### config.mk
export PLATFORM = sky130hd
export DESIGN_NAME = text_console_cursor_writer
export DESIGN_NICKNAME = d
export VERILOG_FILES = /design/src/hw/rtl/tccw_pkg.sv /design/src/hw/rtl/tccw_front.sv /design/src/hw/rtl/tccw_queue.sv /design/src/hw/rtl/tccw_back.sv /design/src/hw/rtl/text_console_cursor_writer.sv
export SDC_FILE = /design/constraint.sdc
export NUM_CORES = 1
export LEC_CHECK = 0
export BUFFER_PORTS_ARGS = -buffer_cell sky130_fd_sc_hd__buf_2
export CORE_MARGIN = 8
export CORE_UTILIZATION = 55
export DETAILED_ROUTE_END_ITERATION = 10
export GPL_TIMING_DRIVEN = 0
export PLACE_DENSITY = 0.77
export SLEW_MARGIN = 30
export SYNTH_ARGS = -nofsm -noshare
export SYNTH_HDL_FRONTEND = slang
export SYNTH_SLANG_ARGS = --single-unit
export TNS_END_PERCENT = 5
### constraint.sdc
create_clock -name i_clk -period 4.2 [get_ports i_clk]
set_input_delay 0.84 -clock i_clk [delete_from_list [all_inputs] [get_ports i_clk]]
set_output_delay 0.84 -clock i_clk [all_outputs]
set_load 0.05 [all_outputs]
### src/hw/rtl/tccw_pkg.sv
package tccw_pkg;

    // One input item as it arrives on the input channel.
    typedef struct packed {
        logic [2:0] op;
        logic [7:0] char_code;
        logic [7:0] target_col;
        logic [7:0] target_row;
    } t_in_item;

    // One result item as it leaves on the output channel.
    typedef struct packed {
        logic        kind;
        logic [15:0] address;
        logic [15:0] data;
        logic        last;
    } t_out_item;

    // Work handed from the front to the back through the queue.
    typedef struct packed {
        logic        crt;        // 1: four CRT port writes, 0: one cell write
        logic [15:0] pos;        // linear position row*cols+col
        logic [15:0] cell_word;  // cell word, used only for cell writes
    } t_job;

    // Push side of the queue as seen from the front.
    typedef struct packed {
        logic push;
        t_job job;
    } t_push;

    localparam logic [2:0] OP_CHAR  = 3'd0;
    localparam logic [2:0] OP_MOVE  = 3'd1;
    localparam logic [2:0] OP_LEFT  = 3'd2;
    localparam logic [2:0] OP_RIGHT = 3'd3;
    localparam logic [2:0] OP_UP    = 3'd4;
    localparam logic [2:0] OP_DOWN  = 3'd5;

    localparam logic [7:0] CH_BACKSPACE = 8'h08;
    localparam logic [7:0] CH_NEWLINE   = 8'h0A;
    localparam logic [7:0] CH_RETURN    = 8'h0D;

    localparam logic [15:0] CRT_INDEX_PORT = 16'h03D4;
    localparam logic [15:0] CRT_DATA_PORT  = 16'h03D5;
    localparam logic [7:0]  CRT_POS_HIGH   = 8'h0E;
    localparam logic [7:0]  CRT_POS_LOW    = 8'h0F;

    localparam logic KIND_CELL = 1'b0;
    localparam logic KIND_CRT  = 1'b1;

    localparam logic CFG_BACKGROUND = 1'b0;
    localparam logic CFG_FOREGROUND = 1'b1;

    localparam logic [3:0] BG_RESET = 4'd0;
    localparam logic [3:0] FG_RESET = 4'd7;

    localparam int Q_DEPTH = 4;

endpackage

### src/hw/rtl/tccw_front.sv
module tccw_front
    import tccw_pkg::*;
#(
    parameter int SCREEN_COLS = 80,
    parameter int SCREEN_ROWS = 25
) (
    input  logic     i_clk,
    input  logic     i_rst_n,
    input  logic     i_accept,
    input  t_in_item i_item,
    input  logic     i_cfg_we,
    input  logic     i_cfg_index,
    input  logic [3:0] i_cfg_data,
    output t_push    o_push
);

    localparam logic [7:0] COLS8 = 8'(SCREEN_COLS);
    localparam logic [7:0] ROWS8 = 8'(SCREEN_ROWS);

    logic [7:0] r_col, n_col;
    logic [7:0] r_row, n_row;
    logic [3:0] r_bg;
    logic [3:0] r_fg;

    logic       is_move;
    logic [7:0] tgt_col;
    logic [7:0] tgt_row;
    logic       in_bounds;
    logic       is_edit;
    logic [7:0] sel_col;
    logic [7:0] sel_row;
    logic [15:0] lin_pos;

    always_comb begin
        is_move = 1'b1;
        tgt_col = r_col;
        tgt_row = r_row;
        case (i_item.op)
            OP_MOVE: begin
                tgt_col = i_item.target_col;
                tgt_row = i_item.target_row;
            end
            OP_LEFT:  tgt_col = r_col - 8'd1;
            OP_RIGHT: tgt_col = r_col + 8'd1;
            OP_UP:    tgt_row = r_row - 8'd1;
            OP_DOWN:  tgt_row = r_row + 8'd1;
            default:  is_move = 1'b0;
        endcase
    end

    assign in_bounds = (tgt_col <= COLS8) && (tgt_row <= ROWS8);

    // Backspace at column zero falls through and is printed as a glyph.
    assign is_edit = (i_item.char_code == CH_BACKSPACE && r_col != 8'd0) ||
                     (i_item.char_code == CH_RETURN) ||
                     (i_item.char_code == CH_NEWLINE);

    assign sel_col = is_move ? tgt_col : r_col;
    assign sel_row = is_move ? tgt_row : r_row;
    assign lin_pos = 16'(COLS8) * 16'(sel_row) + 16'(sel_col);

    always_comb begin
        n_col       = r_col;
        n_row       = r_row;
        o_push.push = 1'b0;
        o_push.job  = '{crt: is_move, pos: lin_pos,
                        cell_word: {r_bg, r_fg, i_item.char_code}};
        if (i_accept) begin
            if (i_item.op == OP_CHAR) begin
                if (i_item.char_code == CH_BACKSPACE && r_col != 8'd0) begin
                    n_col = r_col - 8'd1;
                end else if (i_item.char_code == CH_RETURN) begin
                    n_col = 8'd0;
                end else if (i_item.char_code == CH_NEWLINE) begin
                    n_col = 8'd0;
                    n_row = r_row + 8'd1;
                end else begin
                    n_col = r_col + 8'd1;
                end
                o_push.push = !is_edit;
            end else if (is_move && in_bounds) begin
                n_col       = tgt_col;
                n_row       = tgt_row;
                o_push.push = 1'b1;
            end
        end
    end

    always_ff @(posedge i_clk) begin
        if (!i_rst_n) begin
            r_col <= '0;
            r_row <= '0;
            r_bg  <= BG_RESET;
            r_fg  <= FG_RESET;
        end else begin
            r_col <= n_col;
            r_row <= n_row;
            if (i_cfg_we && i_cfg_index == CFG_BACKGROUND) begin
                r_bg <= i_cfg_data;
            end
            if (i_cfg_we && i_cfg_index == CFG_FOREGROUND) begin
                r_fg <= i_cfg_data;
            end
        end
    end

endmodule

### src/hw/rtl/tccw_queue.sv
module tccw_queue
    import tccw_pkg::*;
(
    input  logic  i_clk,
    input  logic  i_rst_n,
    input  t_push i_push,
    input  logic  i_pop,
    output logic  o_full,
    output logic  o_nonempty,
    output t_job  o_head
);

    localparam int PW = $clog2(Q_DEPTH);

    t_job          r_mem [Q_DEPTH];
    logic [PW-1:0] r_wr, r_rd;
    logic [PW:0]   r_count;
    logic          do_push;
    logic          do_pop;

    assign o_full     = (r_count == (PW+1)'(Q_DEPTH));
    assign o_nonempty = (r_count != '0);
    assign o_head     = r_mem[r_rd];
    assign do_push    = i_push.push && !o_full;
    assign do_pop     = i_pop && o_nonempty;

    always_ff @(posedge i_clk) begin
        if (do_push) begin
            r_mem[r_wr] <= i_push.job;
        end
    end

    always_ff @(posedge i_clk) begin
        if (!i_rst_n) begin
            r_wr    <= '0;
            r_rd    <= '0;
            r_count <= '0;
        end else begin
            if (do_push) begin
                r_wr <= r_wr + PW'(1);
            end
            if (do_pop) begin
                r_rd <= r_rd + PW'(1);
            end
            case ({do_push, do_pop})
                2'b10:   r_count <= r_count + (PW+1)'(1);
                2'b01:   r_count <= r_count - (PW+1)'(1);
                default: r_count <= r_count;
            endcase
        end
    end

endmodule

### src/hw/rtl/tccw_back.sv
module tccw_back
    import tccw_pkg::*;
(
    input  logic      i_clk,
    input  logic      i_rst_n,
    input  logic      i_nonempty,
    input  t_job      i_head,
    output logic      o_pop,
    input  logic      i_out_stall,
    output logic      o_out_valid,
    output t_out_item o_out_item
);

    localparam logic [1:0] BEAT_LAST = 2'd3;

    logic [1:0] r_beat, n_beat;
    logic       r_valid, n_valid;
    t_out_item  r_item, n_item;
    logic       load;

    assign load = !r_valid || !i_out_stall;

    always_comb begin
        n_beat  = r_beat;
        n_valid = r_valid;
        n_item  = r_item;
        o_pop   = 1'b0;
        if (load) begin
            n_valid = i_nonempty;
            if (i_nonempty) begin
                if (i_head.crt) begin
                    n_item.kind = KIND_CRT;
                    n_item.last = (r_beat == BEAT_LAST);
                    case (r_beat)
                        2'd0: begin
                            n_item.address = CRT_INDEX_PORT;
                            n_item.data    = {8'd0, CRT_POS_HIGH};
                        end
                        2'd1: begin
                            n_item.address = CRT_DATA_PORT;
                            n_item.data    = {8'd0, i_head.pos[15:8]};
                        end
                        2'd2: begin
                            n_item.address = CRT_INDEX_PORT;
                            n_item.data    = {8'd0, CRT_POS_LOW};
                        end
                        default: begin
                            n_item.address = CRT_DATA_PORT;
                            n_item.data    = {8'd0, i_head.pos[7:0]};
                        end
                    endcase
                    o_pop  = (r_beat == BEAT_LAST);
                    n_beat = r_beat + 2'd1;
                end else begin
                    n_item = '{kind: KIND_CELL, address: i_head.pos,
                               data: i_head.cell_word, last: 1'b1};
                    o_pop  = 1'b1;
                    n_beat = 2'd0;
                end
            end
        end
    end

    always_ff @(posedge i_clk) begin
        if (!i_rst_n) begin
            r_beat  <= '0;
            r_valid <= 1'b0;
        end else begin
            r_beat  <= n_beat;
            r_valid <= n_valid;
        end
        r_item <= n_item;
    end

    assign o_out_valid = r_valid;
    assign o_out_item  = r_item;

endmodule

### src/hw/rtl/text_console_cursor_writer.sv
// Channel   | Direction | Handshake                     | Payload
// ----------+-----------+-------------------------------+----------------------------
// input     | in        | i_in_valid / o_in_stall       | i_in_item  (t_in_item)
// output    | out       | o_out_valid / i_out_stall     | o_out_item (t_out_item)
// config    | in        | i_cfg_valid / o_cfg_ready     | i_cfg_index, i_cfg_data
//
// Characters are taken one per cycle unless the job queue is full; a cell write passes
// the queue and the output register. A cursor command gives four CRT port writes in a row.
// The four-entry job queue sets how many commands the input runs ahead of the output.
// Reset is synchronous and active low; it homes the cursor and restores the colors.
// The input stalls only while the job queue is full; the config port is always ready.
module text_console_cursor_writer
    import tccw_pkg::*;
#(
    parameter int SCREEN_COLS = 80,
    parameter int SCREEN_ROWS = 25
) (
    input  logic       i_clk,
    input  logic       i_rst_n,
    input  logic       i_in_valid,
    output logic       o_in_stall,
    input  t_in_item   i_in_item,
    output logic       o_out_valid,
    input  logic       i_out_stall,
    output t_out_item  o_out_item,
    input  logic       i_cfg_valid,
    output logic       o_cfg_ready,
    input  logic       i_cfg_index,
    input  logic [3:0] i_cfg_data
);

    t_push push;
    logic  q_full;
    logic  q_nonempty;
    t_job  q_head;
    logic  pop;
    logic  in_accept;

    // The config registers can always take a write.
    assign o_cfg_ready = 1'b1;

    // The front needs a free queue slot. Edits that give no result also
    // wait while the queue is full.
    assign o_in_stall = q_full;
    assign in_accept  = i_in_valid && !q_full;

    // The front owns the cursor, classifies each item, and turns those that
    // produce output into a job carrying the linear position.
    tccw_front #(
        .SCREEN_COLS(SCREEN_COLS),
        .SCREEN_ROWS(SCREEN_ROWS)
    ) u_front (
        .i_clk      (i_clk),
        .i_rst_n    (i_rst_n),
        .i_accept   (in_accept),
        .i_item     (i_in_item),
        .i_cfg_we   (i_cfg_valid && o_cfg_ready),
        .i_cfg_index(i_cfg_index),
        .i_cfg_data (i_cfg_data),
        .o_push     (push)
    );

    // The queue lets characters keep flowing while the back is busy with
    // the four port writes of a cursor command.
    tccw_queue u_queue (
        .i_clk     (i_clk),
        .i_rst_n   (i_rst_n),
        .i_push    (push),
        .i_pop     (pop),
        .o_full    (q_full),
        .o_nonempty(q_nonempty),
        .o_head    (q_head)
    );

    // The back expands each job into its result items behind an output
    // register.
    tccw_back u_back (
        .i_clk      (i_clk),
        .i_rst_n    (i_rst_n),
        .i_nonempty (q_nonempty),
        .i_head     (q_head),
        .o_pop      (pop),
        .i_out_stall(i_out_stall),
        .o_out_valid(o_out_valid),
        .o_out_item (o_out_item)
    );

endmodule

## Word-level counts from Yosys, hierarchy flattened

Memory sizes are Yosys's and may differ from the RTL's. A register that Yosys moved wholly into a read port is not among the register bits.
Cells that the tools add are included.
W data, S select, Z words.

| operators by class | value |
|---|---|
| add/subtract/negate cells | 10 |
| $mul | 1 |
| magnitude comparators | 2 |
| equality and inequality tests | 17 |
| mux-type cells | 29 |
| bitwise operators | 1 |
| reduce and logical (&&, ||, !) cells | 25 |

Operators by type and width:

| operator | count |
|---|---|
| $mux W8 | 12 |
| $pmux W17 S3 | 1 |
| $pmux W8 S3 | 2 |
| $mux W34 | 1 |
| $eq A8 B4 Y1 const B | 3 |
| $add A15 B8 Y16 | 1 |
| $add A8 B1 Y8 const B | 2 |
| $sub A8 B1 Y8 const B | 2 |
| $mul A3 B8 Y11 const A | 1 |
| $eq A3 B3 Y1 const B | 3 |
| $mux W1 | 9 |
| $le A8 B5 Y1 const B | 1 |
| $le A8 B7 Y1 const B | 1 |
| $logic_and A1 B1 Y1 | 8 |
| $reduce_bool A8 Y1 | 1 |
| $add A2 B1 Y2 const B | 3 |
| $eq A2 B2 Y1 const B | 3 |
| $eq A3 B2 Y1 const B | 2 |
| $mux W2 | 3 |
| $pmux W3 S2 | 1 |
| $reduce_and A5 Y1 | 1 |
| $reduce_or A5 Y1 | 1 |
| $eq A2 B1 Y1 const B | 2 |
| $logic_not A1 Y1 | 4 |
| 12 further kinds | 17 |

| word-level totals | value |
|---|---|
| bits in registers | 68 |
| memory bits (writable) | 132 |
| word-level logic and storage cells | 99 |
| memories | 1 |

Memory list:

| memory | depth | width | read ports | clocked after Yosys merged registers in | wr ports | RTL line | source |
|---|---|---|---|---|---|---|---|
| u_queue.r_mem | 4 | 33 | 1 | 1 | 1 | tccw_queue.sv:15 | `t_job r_mem [Q_DEPTH];` |

## Logic depth before layout (Yosys ltp)

Gate-level depths: netlist of the first run.

| logic depth | value |
|---|---|
| depth after elaboration | 11 |
| gate-level depth with buffers | 19 |

## By module

From an unflattened synthesis of the first run, not the netlist that was laid out.

| second synthesis, totals | value |
|---|---|
| cells, all modules | 795 |
| area, all modules | 10274.9 sq um |

Modules (own cells, without submodules):

| module | instances | cells an instance | area each (sq um) |
|---|---|---|---|
| tccw_queue | 1 | 225 | 5306.3 |
| tccw_front | 1 | 449 | 3313.2 |
| tccw_back | 1 | 118 | 1630.3 |
| text_console_cursor_writer | 1 | 3 | 25.0 |

## Least setup slack after synthesis of the first run

Ideal clock, no wire load.

| path | value |
|---|---|
| path type | input to register |
| from | in i_in_item[25] (netlist bit) |
| to | mem u_queue.r_mem[0][30] (netlist bit), data pin |
| library setup time | 0.285 ns |
| data arrival time | 3.960 ns |
| data required time | 3.915 ns |
| slack | -0.045 ns |
| cell stages on the path | 16 |
| buffers on the path | 3 |
| path through | buf_4 > buf_2 > clkbuf_1 > nor2_1 > a2111oi_1 > inv_1 > ha_1 > ha_1 > a21o_1 > a21oi_1 > o21bai_1 > a21oi_1 > xnor2_1 > o22ai_1 > a21oi_1 > o21ai_0 |

RTL lines:

| item | RTL line | source |
|---|---|---|
| start: declaration | text_console_cursor_writer.sv:22 | `input t_in_item i_in_item,` |
| end: declaration | tccw_queue.sv:15 |  |

==> flow_summary.yaml, run 1 <==
clock_tree:
  cts-root-to-sink-buffers: 3
  numCtsBuffers: 21
  clk_pin_slew_worst_paths_ns: 0.06
  numClockSinks: 202
  ctsHoldBuffers: 0
  cts_tree: "yes"
  htree_levels: 1
  worstSkewPairLatency_ns: 0.49
  ctsRootBufferMaster: "sky130_fd_sc_hd__clkbuf_16"
timing:
  timing_max_transition_violations_final: 0
  max_freq_ghz: 0.2472
  finalCritPeriodShare_pct: 96.32
  finalCriticalPeriod_ns: 4.046
  finClkSkew_ns: 0.01536
  worst_case_headroom_to_the_max_slew_limit_pct: 45.33
  worst_slack_ns: 0.1544
  hold_slack_ns: 0.4898
  finalSetupTns_ns: 0
  timing.final.hold_violations: 0
  rsz0062_at_grt: "yes"
  finalSetupViolations: 0
  worst_pin_slew_ns: 0.8201
yosys:
  synth_edf_count: 166
  synthDistinctLibCells: 83
  ys_async_sr_fraction_pct: 0
  ys_warn_count: 0
  synth_seq_area_share_pct: 56.14
  synth.largest_area_cell: "sky130_fd_sc_hd__edfxtp_1"
  synth_common_cells: "sky130_fd_sc_hd__edfxtp_1 (166), sky130_fd_sc_hd__nand2_1 (67), sky130_fd_sc_hd__inv_1 (38)"
  post_synth_design_cell_area_um2: 10160
  post-synth-top-count-cell: "sky130_fd_sc_hd__edfxtp_1"
  synth_top_flop_cell: "sky130_fd_sc_hd__edfxtp_1"
  synth_top_area_share_pct: 49.05
  synthTopCellsByArea: "sky130_fd_sc_hd__edfxtp_1 (49%), sky130_fd_sc_hd__mux4_2 (7.3%), sky130_fd_sc_hd__dfxtp_1 (7.1%), sky130_fd_sc_hd__ha_1 (3.6%), sky130_fd_sc_hd__nand2_1 (2.5%)"
  flop_and_latch_count_out_of_synthesis: 202
  syn-instance-count: 817
  synthesis.area_per_instance_um2: 12.44
layout:
  multi_input_comb_area_um2: 4168
  finish.net_count: 990
  design_area_um2: 11830
  area.sequential_um2: 5705
  synthToLayoutAreaGrowth_pct: 16.42
  fill_cell_instance_count_of_the_final_layout: 1301
  antenna-diode-count: 0
  post_route_cells_drive_above_1_share_pct: 22.65
  final_cells: 1165
  final_core_util_pct: 65.64
critical_path:
  worst_ep_arrival_time_ns: 4.26
  critical_path_required_ns: 4.42
  critPathMostFrequentCell: "sky130_fd_sc_hd__inv_1"
  slowest_cell_on_crit_path: "sky130_fd_sc_hd__fa_1"
  critPathKind: "in -> reg"
  end_kind: "flip-flop"
  ordered_list_of_cells_on_the_worst_path: "buf_2 -> buf_2 -> clkbuf_4 -> and4b_1 -> a21oi_1 -> o32ai_1 -> a2111oi_4 -> inv_1 -> ha_1 -> inv_1 -> fa_1 -> inv_1 -> a21oi_1 -> o21bai_1 -> xor2_1 -> nand3_1 -> nor3_1 -> xnor2_2"
  crit_path_max_fanout: 10
  worst_setup_path_start_kind: "input port"
  cpPeakStageDelay_ns: 0.45
run:
  max_cap_violations: 0
power:
  internal_power_mw: 4.687
  p_seq_share_pct: 38.3
  net_switching_power_mw: 2.425
  worst_ir_drop_vdd_uv: 680.3
  part_of_the_total_power_dissipated_in_combinational_logic_pct: 32.3
  power-per-cell-area_nw_per_um2: 601.1
  total_power_mw: 7.112
  switching_share_pct: 34.09
  share_clk_of_total_power_pct: 29.4
  power.static_leakage_nw: 4.291
place:
  gp_congestion: 0.9526
  placement.io_buffers: 70
  dpl.cell_count: 1123
  preCtsSetupSlack_ns: -0.9042
  place_hpwl_mm: 16.83
  detailed_place.area_um2: 10930
route:
  vias: 7165
  drc_errors: 0
  detailedRoute.firstIterationViolations: 682
  wl_mm: 24.17
  drt-wirelength-per-cell_um: 20.75
  route.detailed.vias_per_inst: 6.150
  firstDrtPassIters: 5
  drt.antenna.violating_nets: 0
global_routing:
  grt_antenna_before_repair: 0
  number_of_global_route_vias_before_repair: 6967
  track_usage_pct: 20.32
  grt_overflow: 0
  first_pass_grt_wire_length_mm: 38.45
  maximum_number_of_pins_on_one_net_before_global_route_repair: 37
run_status:
  run_status: "finished, final reports clean"
floorplan:
  start_util_pct: 56.38
  fp.coreArea_um2: 18020
  chipWidth_um: 151.9
  total_die_area_um2: 23080
  num_rows: 49
  io_pins: 74
  floorplan.die.height_um: 151.9
hold_path:
  hold_path.class: "reg -> reg"
## path summary, 6_finish.rpt
kind | from | to | slack [ns] | cells past startpoint
worst min-delay path | u_back.o_out_valid | u_back.o_out_valid | 0.49 | 2
worst max-delay path | i_in_item[24] | u_queue.r_mem[1][29] | 0.15 | 18
worst max register to register | u_front.r_row[0] | u_queue.r_mem[1][29] | 0.18 | 17
worst min register to register | u_back.o_out_valid | u_back.o_out_valid | 0.49 | 2
## power by group through the flow
stage	clock network, mW	registers, mW	logic (mW)
floorplan	0	3.32	1.12
global placement	0	2.76	2.19
detailed placement	0	2.77	2.25
CTS	2.11	2.73	2.29
global route	2.19	2.75	2.47
finish	2.09	2.73	2.30
## registers in the layout (all words and copies together) (netlist names), named ones only
register            cells
u_back.o_out_valid      1
u_back.o_out_item      34
u_queue.r_wr            2
u_front.r_fg            4
u_front.r_col           8
u_queue.r_rd            2
u_queue.r_count         3
u_front.r_bg            4
u_front.r_row           8
u_queue.r_mem         132
u_back.r_beat           2
## worst max-delay path: cells and delay by family
kind	cells	cell delay, ns
AO/OA/AOI/OAI	5	0.88
XOR/XNOR	2	0.40
adder cells (fa/ha/maj)	2	0.78
buffers and inverters	6	0.72
AND/OR/NAND/NOR	3	0.62
## what timing repair did
action | CTS | global route
pin swaps | 0 | 4
setup buffers | 0 | 4
endpoints found under the hold margin | 0 | 0
setup endpoints to repair | 12 | 135
resized for setup | 7 | 17
## logic make-up (layout without fill, tap and decap cells)
family,after synthesis,in the layout,share of synthesized area (%)
buf+inv,91,207,3.780
xor+xnor,22,22,1.896
flops,202,202,56.14
mux,52,52,9.259
simple gates,247,247,12.95
fa+ha+maj,32,32,4.162
other cells,2,5,0.07390
compound gates,169,169,11.73
## cell type report
cell class / count / share of cell area (%)
timing repair buffer: 78 / 4.146
multi-input combinational: 527 / 35.23
clock buffer: 24 / 4.791
tap: 229 / 2.422
inverter: 39 / 1.237
buffer: 52 / 2.083
clock inverter: 14 / 1.872
sequential: 202 / 48.22
## placed cells by master, fill, tap and decap left out, drive strengths merged, types with 19 or more instances in the layout
cell,n
a21oi,32
buf,98
clkbuf,56
dfxtp,36
edfxtp,166
ha,29
inv,40
mux4,33
nand2,67
nand3,19
nor2,38
nor2b,29
o21ai,36
## layer usage
metal,vias up,track usage [%],share of wire (%)
li1,3306,-,-
met1,3527,25.60,41
met2,301,35.60,51
met3,31,3.359,6.7
met4,0,5.328,1.7
met5,-,0,0
Power figures use the tool's default switching activity.
==> run 2, diff against run 1 <==
Settings changed: ABC_AREA set to 1.
==> run 2 against run 1 <==
Flip-flop and latch count is the same. First-iteration DRC count decreased by 9.4%. Non-clock buffer count shrank 18. Utilization fell by 1.3 points. Via count up 8.6%. Critical path depth down 3. Register-to-register slack gained 0.18 ns. Highest routed layer unchanged.
==> flow_summary.yaml, run 2 <==
timing:
  timing_max_transition_violations_final: 0
  finalSetupViolations: 0
  finalCriticalPeriod_ns: 3.838
  finalCritPeriodShare_pct: 91.38
  worst_slack_ns: 0.3621
  worst_case_headroom_to_the_max_slew_limit_pct: 51.55
  rsz0062_at_grt: "no"
  max_freq_ghz: 0.2606
  finClkSkew_ns: 0.009985
  timing.final.hold_violations: 0
  worst_pin_slew_ns: 0.7212
floorplan:
  num_rows: 49
  io_pins: 74
  fp.coreArea_um2: 17840
  total_die_area_um2: 22620
  start_util_pct: 55.69
  chipWidth_um: 150.4
  floorplan.die.height_um: 150.4
layout:
  layout.cells.most_common_list: "sky130_fd_sc_hd__nand2_1 (222), sky130_fd_sc_hd__edfxtp_1 (166), sky130_fd_sc_hd__nor2_1 (122)"
  synthToLayoutAreaGrowth_pct: 15.48
  leading_cell_type_in_the_layout_fill_and_taps_excluded: "sky130_fd_sc_hd__nand2_1"
  antenna-diode-count: 0
  final_core_util_pct: 64.31
  max_flop_register: "u_queue.r_mem"
  final_cells: 1384
  largest_register_ff_count: 132
  post_route_cells_drive_above_1_share_pct: 14.37
  finish.net_count: 1210
yosys:
  synthDistinctLibCells: 50
  synth_top_flop_cell: "sky130_fd_sc_hd__edfxtp_1"
  post-synth-top-count-cell: "sky130_fd_sc_hd__nand2_1"
  ys_async_sr_fraction_pct: 0
  synth_common_cells: "sky130_fd_sc_hd__nand2_1 (222), sky130_fd_sc_hd__edfxtp_1 (166), sky130_fd_sc_hd__nor2_1 (127)"
  synthTopCellsByArea: "sky130_fd_sc_hd__edfxtp_1 (50%), sky130_fd_sc_hd__nand2_1 (8.4%), sky130_fd_sc_hd__dfxtp_1 (7.3%), sky130_fd_sc_hd__nor2_1 (4.8%), sky130_fd_sc_hd__inv_1 (3.8%)"
  synthesis.area_per_instance_um2: 9.554
  synth_edf_count: 166
  syn-instance-count: 1040
  synth_seq_area_share_pct: 57.42
  ys_warn_count: 0
  synth.largest_area_cell: "sky130_fd_sc_hd__edfxtp_1"
  flop_and_latch_count_out_of_synthesis: 202
  synth_top_area_share_pct: 50.17
  post_synth_design_cell_area_um2: 9936
clock_tree:
  numClockSinks: 202
  htree_levels: 1
  ctsResizeCount: 0
  cts_post_setup_buffers_inserted: 0
  cts_tree: "yes"
  ctsHoldBuffers: 0
  numCtsBuffers: 21
  ctsRootBufferMaster: "sky130_fd_sc_hd__clkbuf_16"
  clk_pin_slew_worst_paths_ns: 0.06
  cts-root-to-sink-buffers: 3
  worstSkewPairLatency_ns: 0.49
global_routing:
  grt_antenna_before_repair: 0
  maximum_number_of_pins_on_one_net_before_global_route_repair: 26
  number_of_global_route_vias_before_repair: 7353
  first_pass_grt_wire_length_mm: 37.64
  track_usage_pct: 21.06
  grt_overflow: 0
power:
  worst_ir_drop_vdd_uv: 880.6
  power-per-cell-area_nw_per_um2: 636.6
  power.static_leakage_nw: 4.747
route:
  detailedRoute.firstIterationViolations: 618
  route.detailed.vias_per_inst: 5.621
  met2_length_mm: 11.46
  wl_mm: 23.92
  detailroute.wirelength.met3_mm: 1.957
  maxUsedRoutingLayer: "met4"
  vias: 7780
  drc_errors: 0
  met1_length_mm: 9.855
  firstDrtPassIters: 6
  drt.antenna.violating_nets: 0
  drt-wirelength-per-cell_um: 17.28
critical_path:
  worst_setup_path_start_kind: "flip-flop"
  worst_ep_arrival_time_ns: 4.08
  r2r_cells: 15
  critical_path_required_ns: 4.44
  critPathKind: "reg -> reg"
  crit_path_max_fanout: 5
  end_kind: "flip-flop"
place:
  gp_congestion: 0.8777
  place_hpwl_mm: 16.67
  placement.io_buffers: 70
  dpl.cell_count: 1347
  preCtsSetupSlack_ns: 0.003892
hold_path:
  hold_path.class: "reg -> reg"
  min_delay_path_depth: 2
run:
  max_cap_violations: 0
run_status:
  run_status: "finished, final reports clean"
-- run 2: changes by cell type after synthesis, sizes merged, moves of 22 or more --
cell / delta
nor2b: -29
o21ai: +35
mux4: -33
nand2: +166
nor2: +100
nand3: +53
a21oi: +22
inv: +71
-- run 2: layout make-up --
class	count	area [um2]
clock buffer	24	536.8
timing repair buffer	75	488.0
sequential	202	5705
clock inverter	13	177.7
tap	229	286.5
fill	1417	6367
inverter	111	416.7
multi-input combinational	693	3689
buffer	37	173.9
-- run 2: critical path: stages (launching register included) --
cell	delay (ns)
sky130_fd_sc_hd__dfxtp_1	0.39
sky130_fd_sc_hd__inv_1	0.13
sky130_fd_sc_hd__ha_1	0.34
sky130_fd_sc_hd__inv_1	0.05
sky130_fd_sc_hd__nand2_1	0.05
sky130_fd_sc_hd__nand3_1	0.08
sky130_fd_sc_hd__nor2_2	0.25
sky130_fd_sc_hd__inv_1	0.15
sky130_fd_sc_hd__ha_1	0.32
sky130_fd_sc_hd__ha_1	0.15
sky130_fd_sc_hd__inv_1	0.06
sky130_fd_sc_hd__fa_1	0.41
sky130_fd_sc_hd__o21ai_0	0.29
sky130_fd_sc_hd__xnor2_1	0.14
sky130_fd_sc_hd__nor4_1	0.37
sky130_fd_sc_hd__xor2_1	0.41
-- run 2: power by group --
group | total [mW] | internal [mW] | switching (mW)
clock network | 1.95 | 1.17 | 0.780
logic | 2.63 | 0.668 | 1.97
registers | 2.72 | 2.62 | 0.0976
total | 7.30 | 4.46 | 2.84
-- run 2: path summary, 6_finish.rpt --
kind	start	endpoint	slack (ns)
hold reg to reg	u_queue.r_rd[1]	u_queue.r_rd[1]	0.47
setup reg to reg	u_front.r_row[0]	u_queue.r_mem[0][29]	0.36
hold / removal	u_queue.r_rd[1]	u_queue.r_rd[1]	0.47
setup / recovery	u_front.r_row[0]	u_queue.r_mem[0][29]	0.36
-- run 2: metal layers --
layer	vias up	track usage [%]
met5	-	0
met4	0	7.896
met3	55	3.306
met2	337	35.70
met1	3645	26.74
li1	3743	-
-- run 2: metrics by stage --
stage | hold WS (ns) | instance area, um2 | power (mW) | TNS (ns)
3_5_place_dp | 0.4632 | 10760 | 5.362 | 0
6_report | 0.4737 | 11470 | 7.304 | 0
4_1_cts | 0.4791 | 11470 | 7.311 | 0
2_1_floorplan | 0.4362 | 9947 | 4.612 | 0
5_1_grt | 0.4917 | 11470 | 7.631 | 0
3_3_place_gp | 0.4554 | 10580 | 5.219 | -144.57
-- run 2: kinds of logic (layout without fill, tap and decap cells) --
| logic type | after synthesis | in the layout | synth area share, % |
|---|---|---|---|
| and+or+nand+nor | 470 | 470 | 20.60 |
| xor gates and xnor gates | 17 | 17 | 1.499 |
| buffers and inverters | 148 | 260 | 5.944 |
| AOI/OAI and AO/OA | 169 | 169 | 10.20 |
| DFF | 202 | 202 | 57.42 |
| other | 2 | 5 | 0.07559 |
| adders and majority gates | 32 | 32 | 4.256 |
